### config.mk
export PLATFORM = sky130hd
export DESIGN_NAME = iqz_stage
export DESIGN_NICKNAME = d
export VERILOG_FILES = /design/src/design/iqz_pkg.sv /design/src/design/iqz_stage.sv
export SDC_FILE = /design/constraint.sdc
export NUM_CORES = 1
export LEC_CHECK = 0
export BUFFER_PORTS_ARGS = -buffer_cell sky130_fd_sc_hd__buf_2
export CORE_ASPECT_RATIO = 1.5
export CORE_MARGIN = 2
export CORE_UTILIZATION = 25
export CTS_BUF_LIST = sky130_fd_sc_hd__clkbuf_8
export DETAILED_ROUTE_END_ITERATION = 10
export PLACE_DENSITY = 0.54
export SLEW_MARGIN = 20
export SYNTH_ARGS = -nofsm -noshare
export SYNTH_HDL_FRONTEND = slang
export SYNTH_SLANG_ARGS = --single-unit
### constraint.sdc
create_clock -name i_clk -period 10.4 [get_ports i_clk]
set_input_delay 2.6 -clock i_clk [delete_from_list [all_inputs] [get_ports i_clk]]
set_output_delay 2.6 -clock i_clk [all_outputs]
set_load 0.01 [all_outputs]
### src/design/iqz_pkg.sv
package iqz_pkg;

    localparam int ANG_W = 27;

    typedef enum logic [1:0] {
        REG_Z_SCALE       = 2'd0,
        REG_CAL_INTERCEPT = 2'd1,
        REG_CAL_INV_SLOPE = 2'd2,
        REG_SAT_THRESHOLD = 2'd3
    } t_reg_idx;

    typedef struct packed {
        logic vld;
        logic zero;
        logic sat;
    } t_ctl;

    localparam logic signed [ANG_W-1:0] ANG_180 = 27'sd11796480;
    localparam logic [23:0] Z_SCALE_RST       = 24'd1048576;
    localparam logic [25:0] CAL_INTERCEPT_RST = 26'd0;
    localparam logic [19:0] CAL_INV_SLOPE_RST = 20'd65536;
    localparam logic [18:0] SAT_THRESHOLD_RST = 19'd507900;
    localparam logic [24:0] ZM_MAX = 25'h1FFFFFF;
    localparam logic signed [16:0] PH_LIM = 17'sd46080;

    // atan(2^-k) in 2^-16 degree
    function automatic logic signed [ANG_W-1:0] atan_val(input logic [4:0] k);
        logic signed [ANG_W-1:0] v;
        unique case (k)
            5'd0:  v = 27'sd2949120;
            5'd1:  v = 27'sd1740967;
            5'd2:  v = 27'sd919879;
            5'd3:  v = 27'sd466945;
            5'd4:  v = 27'sd234379;
            5'd5:  v = 27'sd117304;
            5'd6:  v = 27'sd58666;
            5'd7:  v = 27'sd29335;
            5'd8:  v = 27'sd14668;
            5'd9:  v = 27'sd7334;
            5'd10: v = 27'sd3667;
            5'd11: v = 27'sd1833;
            5'd12: v = 27'sd917;
            5'd13: v = 27'sd458;
            5'd14: v = 27'sd229;
            5'd15: v = 27'sd115;
            5'd16: v = 27'sd57;
            5'd17: v = 27'sd29;
            5'd18: v = 27'sd14;
            5'd19: v = 27'sd7;
            5'd20: v = 27'sd4;
            5'd21: v = 27'sd2;
            5'd22: v = 27'sd1;
            default: v = '0;
        endcase
        return v;
    endfunction

endpackage

### src/design/iqz_stage.sv
module iqz_stage #(
    parameter int W         = 20,
    parameter int XW        = 30,
    parameter int K         = 0,
    parameter int J         = 19,
    parameter bit DO_SQRT   = 1'b1,
    parameter bit DO_CORDIC = 1'b1
) (
    input  logic                        i_clk,
    input  logic                        i_rst_n,
    input  logic                        i_en,
    input  iqz_pkg::t_ctl               i_ctl,
    input  logic [2*W-1:0]              i_rem,
    input  logic [W-1:0]                i_root,
    input  logic signed [XW-1:0]        i_x,
    input  logic signed [XW-1:0]        i_y,
    input  logic signed [iqz_pkg::ANG_W-1:0] i_ang,
    output iqz_pkg::t_ctl               o_ctl,
    output logic [2*W-1:0]              o_rem,
    output logic [W-1:0]                o_root,
    output logic signed [XW-1:0]        o_x,
    output logic signed [XW-1:0]        o_y,
    output logic signed [iqz_pkg::ANG_W-1:0] o_ang
);
    import iqz_pkg::*;

    localparam int TW = 2*W+2;

    logic [2*W-1:0]              n_rem;
    logic [W-1:0]                n_root;
    logic signed [XW-1:0]        n_x, n_y;
    logic signed [ANG_W-1:0]     n_ang;

    generate
        if (DO_SQRT) begin : g_sqrt
            logic [TW-1:0] w_test;
            always_comb begin
                w_test = ((TW'(i_root) << 1) + (TW'(1) << J)) << J;
                if (TW'(i_rem) >= w_test) begin
                    n_rem  = i_rem - w_test[2*W-1:0];
                    n_root = i_root | (W'(1) << J);
                end else begin
                    n_rem  = i_rem;
                    n_root = i_root;
                end
            end
        end else begin : g_nosqrt
            assign n_rem  = i_rem;
            assign n_root = i_root;
        end

        if (DO_CORDIC) begin : g_cordic
            logic signed [XW-1:0] w_dx, w_dy;
            always_comb begin
                w_dx = i_y >>> K;
                w_dy = i_x >>> K;
                if (i_y > 0) begin
                    n_x   = i_x + w_dx;
                    n_y   = i_y - w_dy;
                    n_ang = i_ang + atan_val(5'(K));
                end else begin
                    n_x   = i_x - w_dx;
                    n_y   = i_y + w_dy;
                    n_ang = i_ang - atan_val(5'(K));
                end
            end
        end else begin : g_nocordic
            assign n_x   = i_x;
            assign n_y   = i_y;
            assign n_ang = i_ang;
        end
    endgenerate

    always_ff @(posedge i_clk) begin
        if (!i_rst_n) begin
            o_ctl.vld <= 1'b0;
        end else if (i_en) begin
            o_ctl <= i_ctl;
        end
    end

    always_ff @(posedge i_clk) begin
        if (i_en) begin
            o_rem  <= n_rem;
            o_root <= n_root;
            o_x    <= n_x;
            o_y    <= n_y;
            o_ang  <= n_ang;
        end
    end

endmodule

# After elaboration in Yosys (flattened, before gate mapping)
# Index checks and enable logic that the tools add are counted.
# Widths: inputs -> output; s select.
[classes]
n_addsub = 7
n_mul = 0
div = 0
n_lt_le_gt_ge = 2
n_eq_ne = 0
n_shift = 0
muxes = 4
n_bitwise = 0
n_reduce_logical = 1
[ops]
columns = ["operator", "n"]
rows = [
  ["$mux 30", 2],
  ["$sub 30x30->30", 2],
  ["$ge 40x41->1", 1],
  ["$mux 40", 1],
  ["$sub 40x40->40", 1],
  ["$add 30x30->30", 1],
  ["$gt 30x1->1 const B", 1],
  ["$add 27x23->27 const B", 1],
  ["$mux 27", 1],
  ["$sub 27x23->27 const B", 1],
  ["$add 21x20->22 const B", 1],
  ["$reduce_and 2->1", 1],
]
[word_totals]
regBits = 150
latch_bits = 0
ramBits = 0
rom_bits = 0
input_bits = 153
output_inout_bits = 150
wordCells = 23
n_memories = 0

# Logic depth before layout (Yosys ltp)
# Gate-level depths: netlist (run 1).
[logic_depth]
ltp_word = 3
depth_mapped = 16
ltp_nobuf = 14

# Worst setup path after synthesis (run 1)
# No wires, ideal clock.
[synth_timing]
kind = "input -> register"
startpoint = "in i_y[24]"
endpoint = "reg o_ang[25] (netlist bit) (data pin)"
setup_time_ps = 261
arrival_ps = 5638
t_required_ps = 10139
setup_slack_ps = 4501
cell_stages = 16
n_path_buf = 3
path_cell_list = "nor4_1 -> nand4_1 -> nor2_1 -> or2_2 -> clkbuf_1 -> clkbuf_1 -> buf_1 -> ha_1 -> a21o_1 -> a21oi_1 -> o21bai_1 -> a21oi_1 -> o21bai_1 -> a21oi_1 -> nor4bb_1 -> a311o_1"
[synth_via]
elab_chain_cells = 2
[synth_lines]
columns = ["item", "line", "text"]
rows = [
  ["from (decl)", "iqz_stage.sv:16", "input logic signed [XW-1:0] i_y,"],
  ["$gt 30x1->1", "iqz_stage.sv:57", "if (i_y > 0) begin"],
  ["$mux 27", "iqz_stage.sv:57", ""],
  ["net n_ang[25]", "iqz_stage.sv:32", "logic signed [ANG_W-1:0] n_ang;"],
  ["to (signal assigned)", "iqz_stage.sv:88", "o_ang <= n_ang;"],
  ["to (decl)", "iqz_stage.sv:23", "output logic signed [iqz_pkg::ANG_W-1:0] o_ang"],
]
# The timed path passes the listed nets, and every way through them passes these cells.
# A chain may end at the register's enable or synchronous reset.

# Final worst setup path (run 1)
[layout_timing]
startpoint = "in i_y[22]"
endpoint = "reg o_ang[26] (netlist bit) (data pin)"
# Same word-level chain as after synthesis.

==> results of run 1 <==
-- worst min-delay path, stage by stage (launching register included) --
cell     delay [ps]
dfxtp_1         320
mux2i_1         120
nor2b_1          60
-- area by class of cell --
class / count / area, um^2
clock inverters: 15 / 190
diodes: 4 / 10.0
fillers: 4767 / 30900
flip-flops and latches: 149 / 4460
well taps: 582 / 728
multi-input cells: 845 / 6200
inverters: 120 / 450
clock buffers: 17 / 234
repair buffers: 305 / 1540
-- cell usage after synthesis, drive strengths merged (5+ instances only) --
| cell | instances |
|---|---|
| mux2 | 18 |
| o41ai | 5 |
| nor2 | 96 |
| a31oi | 13 |
| o22ai | 5 |
| clkbuf | 26 |
| ha | 117 |
| xnor2 | 68 |
| buf | 16 |
| mux2i | 15 |
| nand3 | 12 |
| or2 | 8 |
| and2 | 6 |
| nand4 | 8 |
| fa | 5 |
| nor3 | 21 |
| xor2 | 13 |
| a21boi | 5 |
| nand2b | 16 |
| a21oi | 113 |
| or3 | 6 |
| nor3b | 7 |
| o31ai | 9 |
| a21o | 26 |
| edfxtp | 148 |
| inv | 116 |
| a211oi | 13 |
| o21ai | 57 |
| a211o | 8 |
| o21a | 11 |
| nor4 | 13 |
| nor2b | 18 |
| o211ai | 13 |
| a2111oi | 6 |
| o21bai | 21 |
| nand2 | 48 |
-- sequential cells by signal, summed over array words and instances (netlist names) --
register,flops
o_y,29
o_rem,40
o_x,30
o_root,20
o_ctl,3
o_ang,27
-- per-stage QoR --
stage / setup WS, ps / instance area [um^2] / util (%)
6_report: 4150 / 13800 / 30.9
5_1_grt: 3920 / 13800 / 30.9
4_1_cts: 4140 / 13800 / 30.9
3_5_place_dp: 3580 / 13400 / 29.9
3_3_place_gp: 3690 / 13400 / 29.9
2_1_floorplan: 4500 / 11300 / -
-- routing by layer --
layer	part of all wire, %	vias to the layer above	global-route usage [%]
li1	-	4744	-
met1	35	4677	17.2
met2	52	420	33.1
met3	6.1	96	3.74
met4	6.6	2	11.0
met5	0.019	-	0
-- power breakdown --
group	leakage [nW]	internal [mW]	switching, mW
combinational	4.35	0.244	0.395
sequential	1.46	0.760	0.0197
clock	0.208	0.186	0.290
-- kinds of logic after synthesis --
group / count (synthesis) / synth area share [%]
xor gates and xnor gates: 81 / 6.29
buffers and inverters: 162 / 5.58
muxes: 33 / 3.13
AOI/OAI and AO/OA: 339 / 19.8
DFF: 149 / 39.6
and+or+nand+nor: 270 / 11.7
adders and majority gates: 122 / 13.9
-- worst min path at each step --
stage / startpoint / endpoint / slack, ps / cells after the start
6_report: o_ctl[2] / o_ctl[2] / 530 / 2
5_1_grt: o_ctl[2] / o_ctl[2] / 570 / 2
4_1_cts: o_ctl[2] / o_ctl[2] / 530 / 2
3_5_place_dp: o_ctl[2] / o_ctl[2] / 510 / 2
3_3_place_gp: o_ctl[2] / o_ctl[2] / 500 / 2
2_1_floorplan: o_ctl[2] / o_ctl[2] / 540 / 2
==> metrics.md, run 1 <==
| Metric | Value |
|---|---|
| Worst slew margin | 34.5% |
| Status | completed |
| Fin Hold WS | 533 ps |
| CTS Buffer Depth | 2 |
| Crit path top cell by count | a21oi_1 |
| Setup TNS | 0 ps |
| Die X | 177 um |
| Gpl congestion | ~0.94 |
| Worst-path maximum fanout | 52 |
| Critical-path top delay cell | nor4_1 |
| Insertion delay to the later sink of the worst-skew pair | 480 ps |
| Final setup fails | 0 |
| HP Class | reg2reg |
| Reg2reg setup slack | between 9000 and 10000 ps |
| Lkg Pwr | between 6 and 7 nW |
| Vias per cell | between 4 and 5 |
| Final Cycle Share | approximately three fifths |
| Bufs and invs on worst path | 3 |
| Sequential fraction of the synthesis area | around 40% |
| DRC viols | 0 |
| Tot Pwr | ~1.9 mW |
| Post-route insts no fill | about 2000 |
| Asr flop ratio synth | 0% |
| Worst setup EP type | register |
| Worst Setup EP | o_ang[26] |
| IO Count | slightly above 300 |
| Top_reg_cell synth | edfxtp_1 |
| DR vias | 9939 |
| Synth Instances | approximately 1200 |
| Die Ht | 264 um |
| #FFs+latches synth | approximately 150 |
| First-pass GRT wire length | 61.2 mm |
| Clk sink count | roughly 150 |
| Layout Skew | 0 ps |
| Largest cells by area after synthesis | edfxtp_1 39%, ha_1 13%, xnor2_1 5.3% |
| Critical R2R Capture | o_ctl[2] |
| Power density cells | 137 nW/um^2 |
| Total GRT Usage | between 10% and 20% |
| Maximum VDD drop | between 0.06 and 0.07 mV |
| MaxCap Viol Count | 0 |
| Die area | approximately 47000 um^2 |
| Antenna Violating Nets Remaining | 0 |
| Dpl hpwl | about 35 mm |
| Port Buf Inserts | between 300 and 400 |
| Worst Setup SP | i_y[22] |
| Pin count of the biggest net entering global routing | 89 |
| Final #Nets | roughly 1700 |
| Top delay family on crit path | simple AND/OR/NAND/NOR gates |
| Warnings, synthesis | 0 |
| Antenna violations before repair | 5 |
| CP max stage delay | around 840 ps |
| Most common cell after layout, fill and taps aside | buf_2 |
| Max Fclk | about 0.16 GHz |
| Share of cells above drive strength 1 | between 20% and 30% |
| Synthesized area | 11300 um^2 |
| Post_cts resized | 0 |
| Yosys top cell by area | edfxtp_1 |
| Post-synth EDFFs | approximately 150 |
| Worst R2R Path Depth | 2 |
| Syn_nets | 1431 |
| Starting Density | 25.2% |
| Core footprint | approximately 45000 um^2 |
| Syn avg cell area | 9.76 um^2 |
| Vias in the first global route | ~10000 |
| Max Slew Vio Count | 0 |
| DR WL/cell | 20.5 um |
| CP Class | in2reg |
| Clk slew on worst S/H paths | 100 ps |
| Hold Fails Final Rpt | 0 |
| Worst-path cell chain | buf_2 > nor4_1 > nand4_1 > nor2_1 > or2_2 > inv_2 > buf_4 > ha_1 > a21oi_1 > o21bai_1 > a21oi_1 > o21ai_0 > a21o_1 > a21oi_1 > xnor2_1 |
| Yosys top cell area share | ~39% |
| 1st-pass router iterations | 7 |
| CTS buffer count | 17 |
| CTS tree | done |
| Min Tclk post-route | ~6200 ps |
| Setup repair bufs after CTS | 0 |
| Initial DRC count | 571 |
| Most frequent cells in the layout | 301 x buf_2, 148 x edfxtp_1, 117 x ha_1 |
| Unique cell type count in the Yosys netlist | 75 |
| CTS Hold Bufs | 0 |
| Row count | 95 |
| Root buffer cell | clkbuf_8 |
| Remaining global-route overflow | 0 |
| Dpl cells | between 2000 and 2500 |
| Startpoint Class | primary input |
| Worst path arrival time | between 6000 and 7000 ps |
| CP Depth | 15 |
| Worst path required time | about 11000 ps |
| Overall routed net length | approximately 42 mm |
| RSZ-0062 raised after global routing | no |
| CTS H-tree lvls | 4 |
| Least-Margin Pin Slew | around 970 ps |
| Area Growth Syn to Fin | 22.5% |
| RR Startpoint | o_ctl[2] |
Note: power is estimated with default switching activity, not from simulation.
==> run 2, diff against run 1 <==
--- a/config.mk
+++ b/config.mk
@@ -11,7 +11,7 @@
 export CORE_UTILIZATION = 25
 export CTS_BUF_LIST = sky130_fd_sc_hd__clkbuf_8
 export DETAILED_ROUTE_END_ITERATION = 10
-export PLACE_DENSITY = 0.54
+export PLACE_DENSITY = 0.56
 export SLEW_MARGIN = 20
 export SYNTH_ARGS = -nofsm -noshare
 export SYNTH_HDL_FRONTEND = slang
==> constraint.sdc (replaced) <==
create_clock -name i_clk -period 5.16 [get_ports i_clk]
set_input_delay 1.29 -clock i_clk [delete_from_list [all_inputs] [get_ports i_clk]]
set_output_delay 1.29 -clock i_clk [all_outputs]
set_load 0.01 [all_outputs]
==> run 2 against run 1 <==
Effect of this change:
- worst setup slack worse by 3100 ps
- clock skew stayed put
- utilization is 0.26 points higher
- largest cell class unchanged
- first-iteration DRC count is 28% lower
- clock power is 100% higher
- non-clock buffer count is 18 higher
- worst hold slack worse by 1.0 ps
- cell count is 0.83% higher
- die area stayed put
- sequential power is 100% higher
==> metrics.md, run 2 (synthesized netlist as in run 1, its figures left out) <==
| Metric | Value |
|---|---|
| Status | completed |
| Post-route worst setup slack | 1060 ps (-3090 ps) |
| Post-place setup slack | 551 ps (-3030 ps) |
| Insertion delay to the later sink of the worst-skew pair | 480 ps (about the same) |
| CP Class | in2reg |
| Gpl congestion | 0.974 (+3.6%) |
| CTS buffer count | 17 (unchanged) |
| Die area | 46900 um^2 (unchanged) |
| Total GRT Usage | 17.6% (about the same) |
| DR WL/cell | 20.4 um (about the same) |
| Clk slew on worst S/H paths | 100 ps (about the same) |
| Setup repair bufs after CTS | 0 (unchanged) |
| Most flops, register | o_rem |
| Critical R2R Capture | o_ctl[2] |
| HP Class | reg2reg |
| RR Startpoint | o_ctl[2] |
| Root buffer cell | clkbuf_8 |
| CTS tree | done |
| Die Ht | 264 um (unchanged) |
| Max reg flops | 40 (unchanged) |
| Reg2reg setup slack | 4560 ps (-5240 ps) |
| Min Tclk post-route | 4100 ps |
| Port Buf Inserts | 302 (unchanged) |
| Post_cts resized | 0 (unchanged) |
| Vias per cell | 4.90 (+0.38%) |
| Worst-path maximum fanout | 9 (-83%) |
| Antenna Violating Nets Remaining | 0 (unchanged) |
| Least-Margin Pin Slew | 1090 ps (+114 ps) |
| Share of cells above drive strength 1 | 26.9% (+0.91 points) |
| First-pass GRT wire length | 61.1 mm (-0.22%) |
| Largest regs | o_rem: 40 flops, o_x: 30 flops, o_y: 29 flops |
| Lkg Pwr | 6.10 nW (+1.4%) |
| Power density cells | 275 nW/um^2 (+100%) |
| 1st-pass router iterations | 5 (-2) |
| CTS H-tree lvls | 4 (unchanged) |
| Row count | 95 (unchanged) |
| DR vias | 10100 (+1.2%) |
| Max Slew Vio Count | 0 (unchanged) |
| Hold wc startpoint | o_ctl[2] |
| IO Count | 303 (unchanged) |
| Worst path arrival time | 4330 ps (-2170 ps) |
| Pin count of the biggest net entering global routing | 100 (+12%) |
| RSZ-0062 raised after global routing | no |
| Hold Fails Final Rpt | 0 (unchanged) |
| Worst slew margin | 26.8% (-7.6 points) |
| Hold Path Depth | 2 (unchanged) |
| Most frequent cells in the layout | 301 x buf_2, 148 x edfxtp_1, 117 x ha_1 |
| Final #Nets | 1731 (+1.1%) |
| DRC viols | 0 (unchanged) |
| Overall routed net length | 42.0 mm (+0.76%) |
| Remaining global-route overflow | 0 (unchanged) |
| Vias in the first global route | 10300 (-0.17%) |
| Die X | 177 um (unchanged) |
| Antenna violations before repair | 3 (-2) |
| Most common cell after layout, fill and taps aside | buf_2 |
| Final Cycle Share | approximately four fifths |
| Max Fclk | approximately 0.24 GHz |
| Worst R2R Path Depth | 2 (unchanged) |
| Worst setup EP type | register |
| CTS Hold Bufs | 0 (unchanged) |
| Starting Density | 25.2% (unchanged) |
| Area Growth Syn to Fin | 23.5% |
| Core footprint | 44700 um^2 (unchanged) |
| Setup TNS | 0 ps (unchanged) |
| Maximum VDD drop | 0.146 mV (+120%) |
| Hold EP | o_ctl[2] |
| MaxCap Viol Count | 0 (unchanged) |
| Layout Skew | 0 ps (unchanged) |
| Clk sink count | 149 (unchanged) |
| Initial DRC count | 412 (-28%) |
| Startpoint Class | primary input |
| Final setup fails | 0 (unchanged) |
| Worst path required time | 5400 ps (-5250 ps) |
| Dpl hpwl | 34.7 mm (+0.31%) |
| CTS Buffer Depth | 2 (unchanged) |
==> run 2: changes by cell type in the layout (fill, tap and decap cells not counted) <==
cell,before,now
buf_4,3,21
clkinv_4,2,3
clkinv_8,6,5
clkinvlp_4,1,0
diode_2,4,3
inv_6,0,2
inv_8,6,5
o21bai_2,1,2
o21bai_4,1,0
==> run 2: critical path: stages <==
cell	delay (ps)
buf_2	170
nor4_1	470
nand4_1	190
nor2_1	120
or2_2	290
inv_2	130
ha_1	340
a21o_1	170
a21oi_1	220
o21bai_1	90
a21oi_1	210
o21ai_0	170
a21o_1	210
a21oi_1	160
xnor2_1	100
==> run 2: how the worst max path moves through the flow <==
| stage | startpoint | depth (start not counted) | endpoint |
|---|---|---|---|
| finish | i_y[5] | 15 | o_ang[26] |
| global route | i_y[5] | 15 | o_ang[26] |
| CTS | i_y[5] | 15 | o_ang[26] |
| detailed placement | i_y[5] | 15 | o_ang[26] |
| global placement | i_y[5] | 15 | o_ang[26] |
| floorplan | i_y[24] | 16 | o_ang[25] |
==> run 2: cell type report <==
type / instances / area, um^2
flip-flops and latches: 149 / 4460
inverters: 120 / 450
clock buffers: 17 / 234
fillers: 4760 / 30800
multi-input cells: 845 / 6190
well taps: 582 / 728
repair buffers: 323 / 1680
clock inverters: 15 / 181
diodes: 3 / 7.51
==> run 2: stage by stage <==
stage | instance area (um^2) | hold slack [ps] | total power, mW | utilization [%] | std cells
after global routing | 13900 | 560 | 4.05 | 31.2 | 2053
after CTS | 13900 | 542 | 3.89 | 31.2 | 2051
after floorplan | 11300 | 538 | 2.35 | - | 1156
after global placement | 13500 | 500 | 2.91 | 30.2 | 2019
final | 13900 | 532 | 3.83 | 31.2 | 2054
after detailed placement | 13500 | 515 | 2.91 | 30.2 | 2019
==> run 2: per-layer routing <==
layer	wire, um	vias to the layer above	track usage, %	part of all wire (%)
li1	-	4781	-	-
met1	14600	4784	16.9	35
met2	21800	383	32.7	52
met3	2470	112	3.68	5.9
met4	3080	0	12.5	7.3
met5	0	-	0	0
==> run 2: where the power goes <==
part	switching [mW]	internal [mW]	leakage, nW
Sequential	0.0534	1.53	1.46
Clock	0.581	0.373	0.208
Combinational	0.790	0.504	4.44
==> run 3, diff against run 2 <==
--- a/config.mk
+++ b/config.mk
@@ -5,13 +5,14 @@
 export SDC_FILE = /design/constraint.sdc
 export NUM_CORES = 1
 export LEC_CHECK = 0
+export ABC_AREA = 1
 export BUFFER_PORTS_ARGS = -buffer_cell sky130_fd_sc_hd__buf_2
 export CORE_ASPECT_RATIO = 1.5
 export CORE_MARGIN = 2
 export CORE_UTILIZATION = 25
 export CTS_BUF_LIST = sky130_fd_sc_hd__clkbuf_8
 export DETAILED_ROUTE_END_ITERATION = 10
-export PLACE_DENSITY = 0.56
+export PLACE_DENSITY = 0.53
 export SLEW_MARGIN = 20
 export SYNTH_ARGS = -nofsm -noshare
 export SYNTH_HDL_FRONTEND = slang
==> constraint.sdc (replaced) <==
create_clock -name i_clk -period 3.9 [get_ports i_clk]
set_input_delay 0.975 -clock i_clk [delete_from_list [all_inputs] [get_ports i_clk]]
set_output_delay 0.975 -clock i_clk [all_outputs]
set_load 0.01 [all_outputs]
==> run 3 against run 2 <==
Effect of this change:
- wire length up 25%
- die area up 19%
- utilization down 1.0 points
- sequential cell count unchanged
- synthesized area up 20%
- synthesized cell count up 65%
- critical path depth up 1
- non-clock buffer count down 8
- critical path type unchanged
- largest cell class unchanged
- largest power group unchanged
==> metrics.md, run 3 <==
| Metric | Value |
|---|---|
| Max Fclk | about 0.30 GHz |
| Worst slew margin | 51.5% (+25 points) |
| HP Class | reg2reg |
| Worst-path maximum fanout | 6 (-3) |
| Row count | 104 (+9.5%) |
| Die area | 55900 um^2 (+19%) |
| Critical-path top delay cell | nor3_1 |
| Final #Nets | 2478 (+43%) |
| Port Buf Inserts | 302 (unchanged) |
| #FFs+latches synth | 149 (unchanged) |
| Root buffer cell | clkbuf_8 |
| Total GRT Usage | 18.6% (+0.99 points) |
| Hold Fails Final Rpt | 0 (unchanged) |
| Synthesized area | 13500 um^2 (+20%) |
| Worst setup EP type | register |
| MaxCap Viol Count | 0 (unchanged) |
| Core footprint | 53500 um^2 (+20%) |
| Commonest cells post-synth | 598 x nand2_1, 327 x inv_1, 148 x edfxtp_1, 148 x nand3_1, 145 x nor2_1 |
| Sequential fraction of the synthesis area | 33.1% (-6.5 points) |
| Unique cell type count in the Yosys netlist | 44 (-41%) |
| Synth Instances | 1912 (+65%) |
| Startpoint Class | primary input |
| First-pass GRT wire length | 78.0 mm (+28%) |
| Clk sink count | 149 (unchanged) |
| CP Class | in2reg |
| Gpl congestion | 0.954 (-2.1%) |
| Worst path required time | 4180 ps (-1220 ps) |
| Least-Margin Pin Slew | 728 ps (-359 ps) |
| Worst-path cell chain | buf_2 > inv_1 > nand3_1 > nor3_1 > nand3_1 > nand2_2 > inv_2 > ha_1 > a21oi_1 > nand2_1 > nand2_1 > nand2_1 > nand2_1 > nand2_1 > a21oi_1 > xnor2_1 |
| Max reg flops | 40 (unchanged) |
| Initial DRC count | 740 (+80%) |
| Syn_nets | 2187 (+53%) |
| 1st-pass router iterations | 6 (+1) |
| Share of cells above drive strength 1 | 17.7% (-9.2 points) |
| Yosys top cell by area | edfxtp_1 |
| Dpl cells | 2873 (+42%) |
| Power density cells | 328 nW/um^2 (+19%) |
| Layout Skew | 0 ps (unchanged) |
| Clk slew on worst S/H paths | 90 ps (about the same) |
| Overall routed net length | 52.4 mm (+25%) |
| Syn avg cell area | 7.06 um^2 (-28%) |
| Remaining global-route overflow | 0 (unchanged) |
| Final setup fails | 0 (unchanged) |
| Most flops, register | o_rem |
| Yosys top cell area share | 32.9% (-6.5 points) |
| CTS Buffer Depth | 2 (unchanged) |
| DR WL/cell | 18.0 um (-12%) |
| Antenna violations before repair | 3 (unchanged) |
| Top delay family on crit path | simple AND/OR/NAND/NOR gates |
| CTS buffer count | 17 (unchanged) |
| Setup repair bufs after CTS | 0 (unchanged) |
| Post-route insts no fill | 2905 (+41%) |
| RSZ-0062 raised after global routing | no |
| Min Tclk post-route | 3320 ps |
| Vias per cell | 4.62 (-5.7%) |
| Post_cts resized | 0 (unchanged) |
| DR vias | 13400 (+33%) |
| Starting Density | 25.3% (about the same) |
| Post-synth EDFFs | 148 (unchanged) |
| Worst path arrival time | 3600 ps (-730 ps) |
| Most common cell after layout, fill and taps aside | nand2_1 |
| Vias in the first global route | 13600 (+32%) |
| IO Count | 303 (unchanged) |
| Pin count of the biggest net entering global routing | 65 (-35%) |
| Warnings, synthesis | 0 (unchanged) |
| Die X | 194 um (+9.2%) |
| Final Cycle Share | around 85% |
| Max Slew Vio Count | 0 (unchanged) |
| CTS H-tree lvls | 4 (unchanged) |
| Status | completed |
| Die Ht | 289 um (+9.3%) |
| Setup TNS | 0 ps (unchanged) |
| Maximum VDD drop | 0.252 mV (+72%) |
| Insertion delay to the later sink of the worst-skew pair | 510 ps (+30 ps) |
| CTS tree | done |
| CTS Hold Bufs | 0 (unchanged) |
| CP max stage delay | 490 ps (+20 ps) |
| Most numerous cell in the Yosys netlist | nand2_1 |
| Antenna Violating Nets Remaining | 0 (unchanged) |
| Crit path top cell by count | nand2_1 |
| Largest cells by area after synthesis | edfxtp_1 33%, nand2_1 17%, ha_1 11% |
| DRC viols | 0 (unchanged) |
| Dpl hpwl | 44.2 mm (+27%) |
| Lkg Pwr | 8.38 nW (+37%) |
| Area Growth Syn to Fin | 19.4% |
| Bufs and invs on worst path | 3 (+1) |
| Asr flop ratio synth | 0% (unchanged) |
| Most frequent cells in the layout | 597 x nand2_1, 329 x inv_1, 301 x buf_2 |
| Largest regs | o_rem: 40 flops, o_x: 30 flops, o_y: 29 flops |
| Top_reg_cell synth | edfxtp_1 |
-- run 3: cell families after synthesis --
group | after synthesis | share of synthesized area [%]
buffers and inverters | 375 | 11.3
DFF | 149 | 33.1
AOI/OAI and AO/OA | 226 | 9.52
xor gates and xnor gates | 49 | 3.18
and+or+nand+nor | 991 | 31.4
adders and majority gates | 122 | 11.6
-- run 3: layer usage --
| metal | GRT usage, % | part of all wire [%] |
|---|---|---|
| met5 | 0 | 0.021 |
| met2 | 36.0 | 53 |
| met1 | 17.9 | 36 |
| met3 | 2.87 | 4.8 |
| met4 | 12.9 | 6.4 |
-- run 3: power breakdown --
group	switching (mW)	internal, mW
sequential	0.0569	2.00
combinational	1.30	0.651
clock	0.666	0.611
-- run 3: final timing paths --
kind	startpoint	to	slack, ps	depth (start not counted)
min	o_ctl[2]	o_ctl[2]	550	2
min reg2reg	o_ctl[2]	o_ctl[2]	550	2
max	i_y[16]	o_ang[23]	580	16
max reg2reg	o_ctl[2]	o_ctl[2]	3260	2
-- run 3: final cells by class --
| cell class | instances | area, um^2 |
|---|---|---|
| Fill cell | 5883 | 37400 |
| Multi-Input combinational cell | 1388 | 7520 |
| Sequential cell | 149 | 4460 |
| Timing Repair Buffer | 315 | 1650 |
| Inverter | 332 | 1250 |
| Tap cell | 689 | 862 |
| Clock buffer | 17 | 234 |
| Clock inverter | 13 | 143 |
| Antenna cell | 2 | 5.00 |
-- run 3: worst reg2reg max path, delay by kind of cell, from the launching register on --
kind           cells  cell delay [ps]
AO/OA/AOI/OAI      2              210
flip-flops         1              310
-- run 3: metrics by stage --
| stage | util, % | hold WS [ps] | power (mW) | instance area [um^2] | worst slack, ps |
|---|---|---|---|---|---|
| after global routing | 30.2 | 588 | 5.64 | 16100 | 483 |
| after floorplan | - | 555 | 3.28 | 13500 | 758 |
| after global placement | 29.4 | 516 | 4.04 | 15700 | 212 |
| final | 30.2 | 553 | 5.28 | 16100 | 580 |
| after CTS | 30.1 | 568 | 5.37 | 16100 | 729 |
| after detailed placement | 29.4 | 552 | 4.05 | 15700 | 132 |
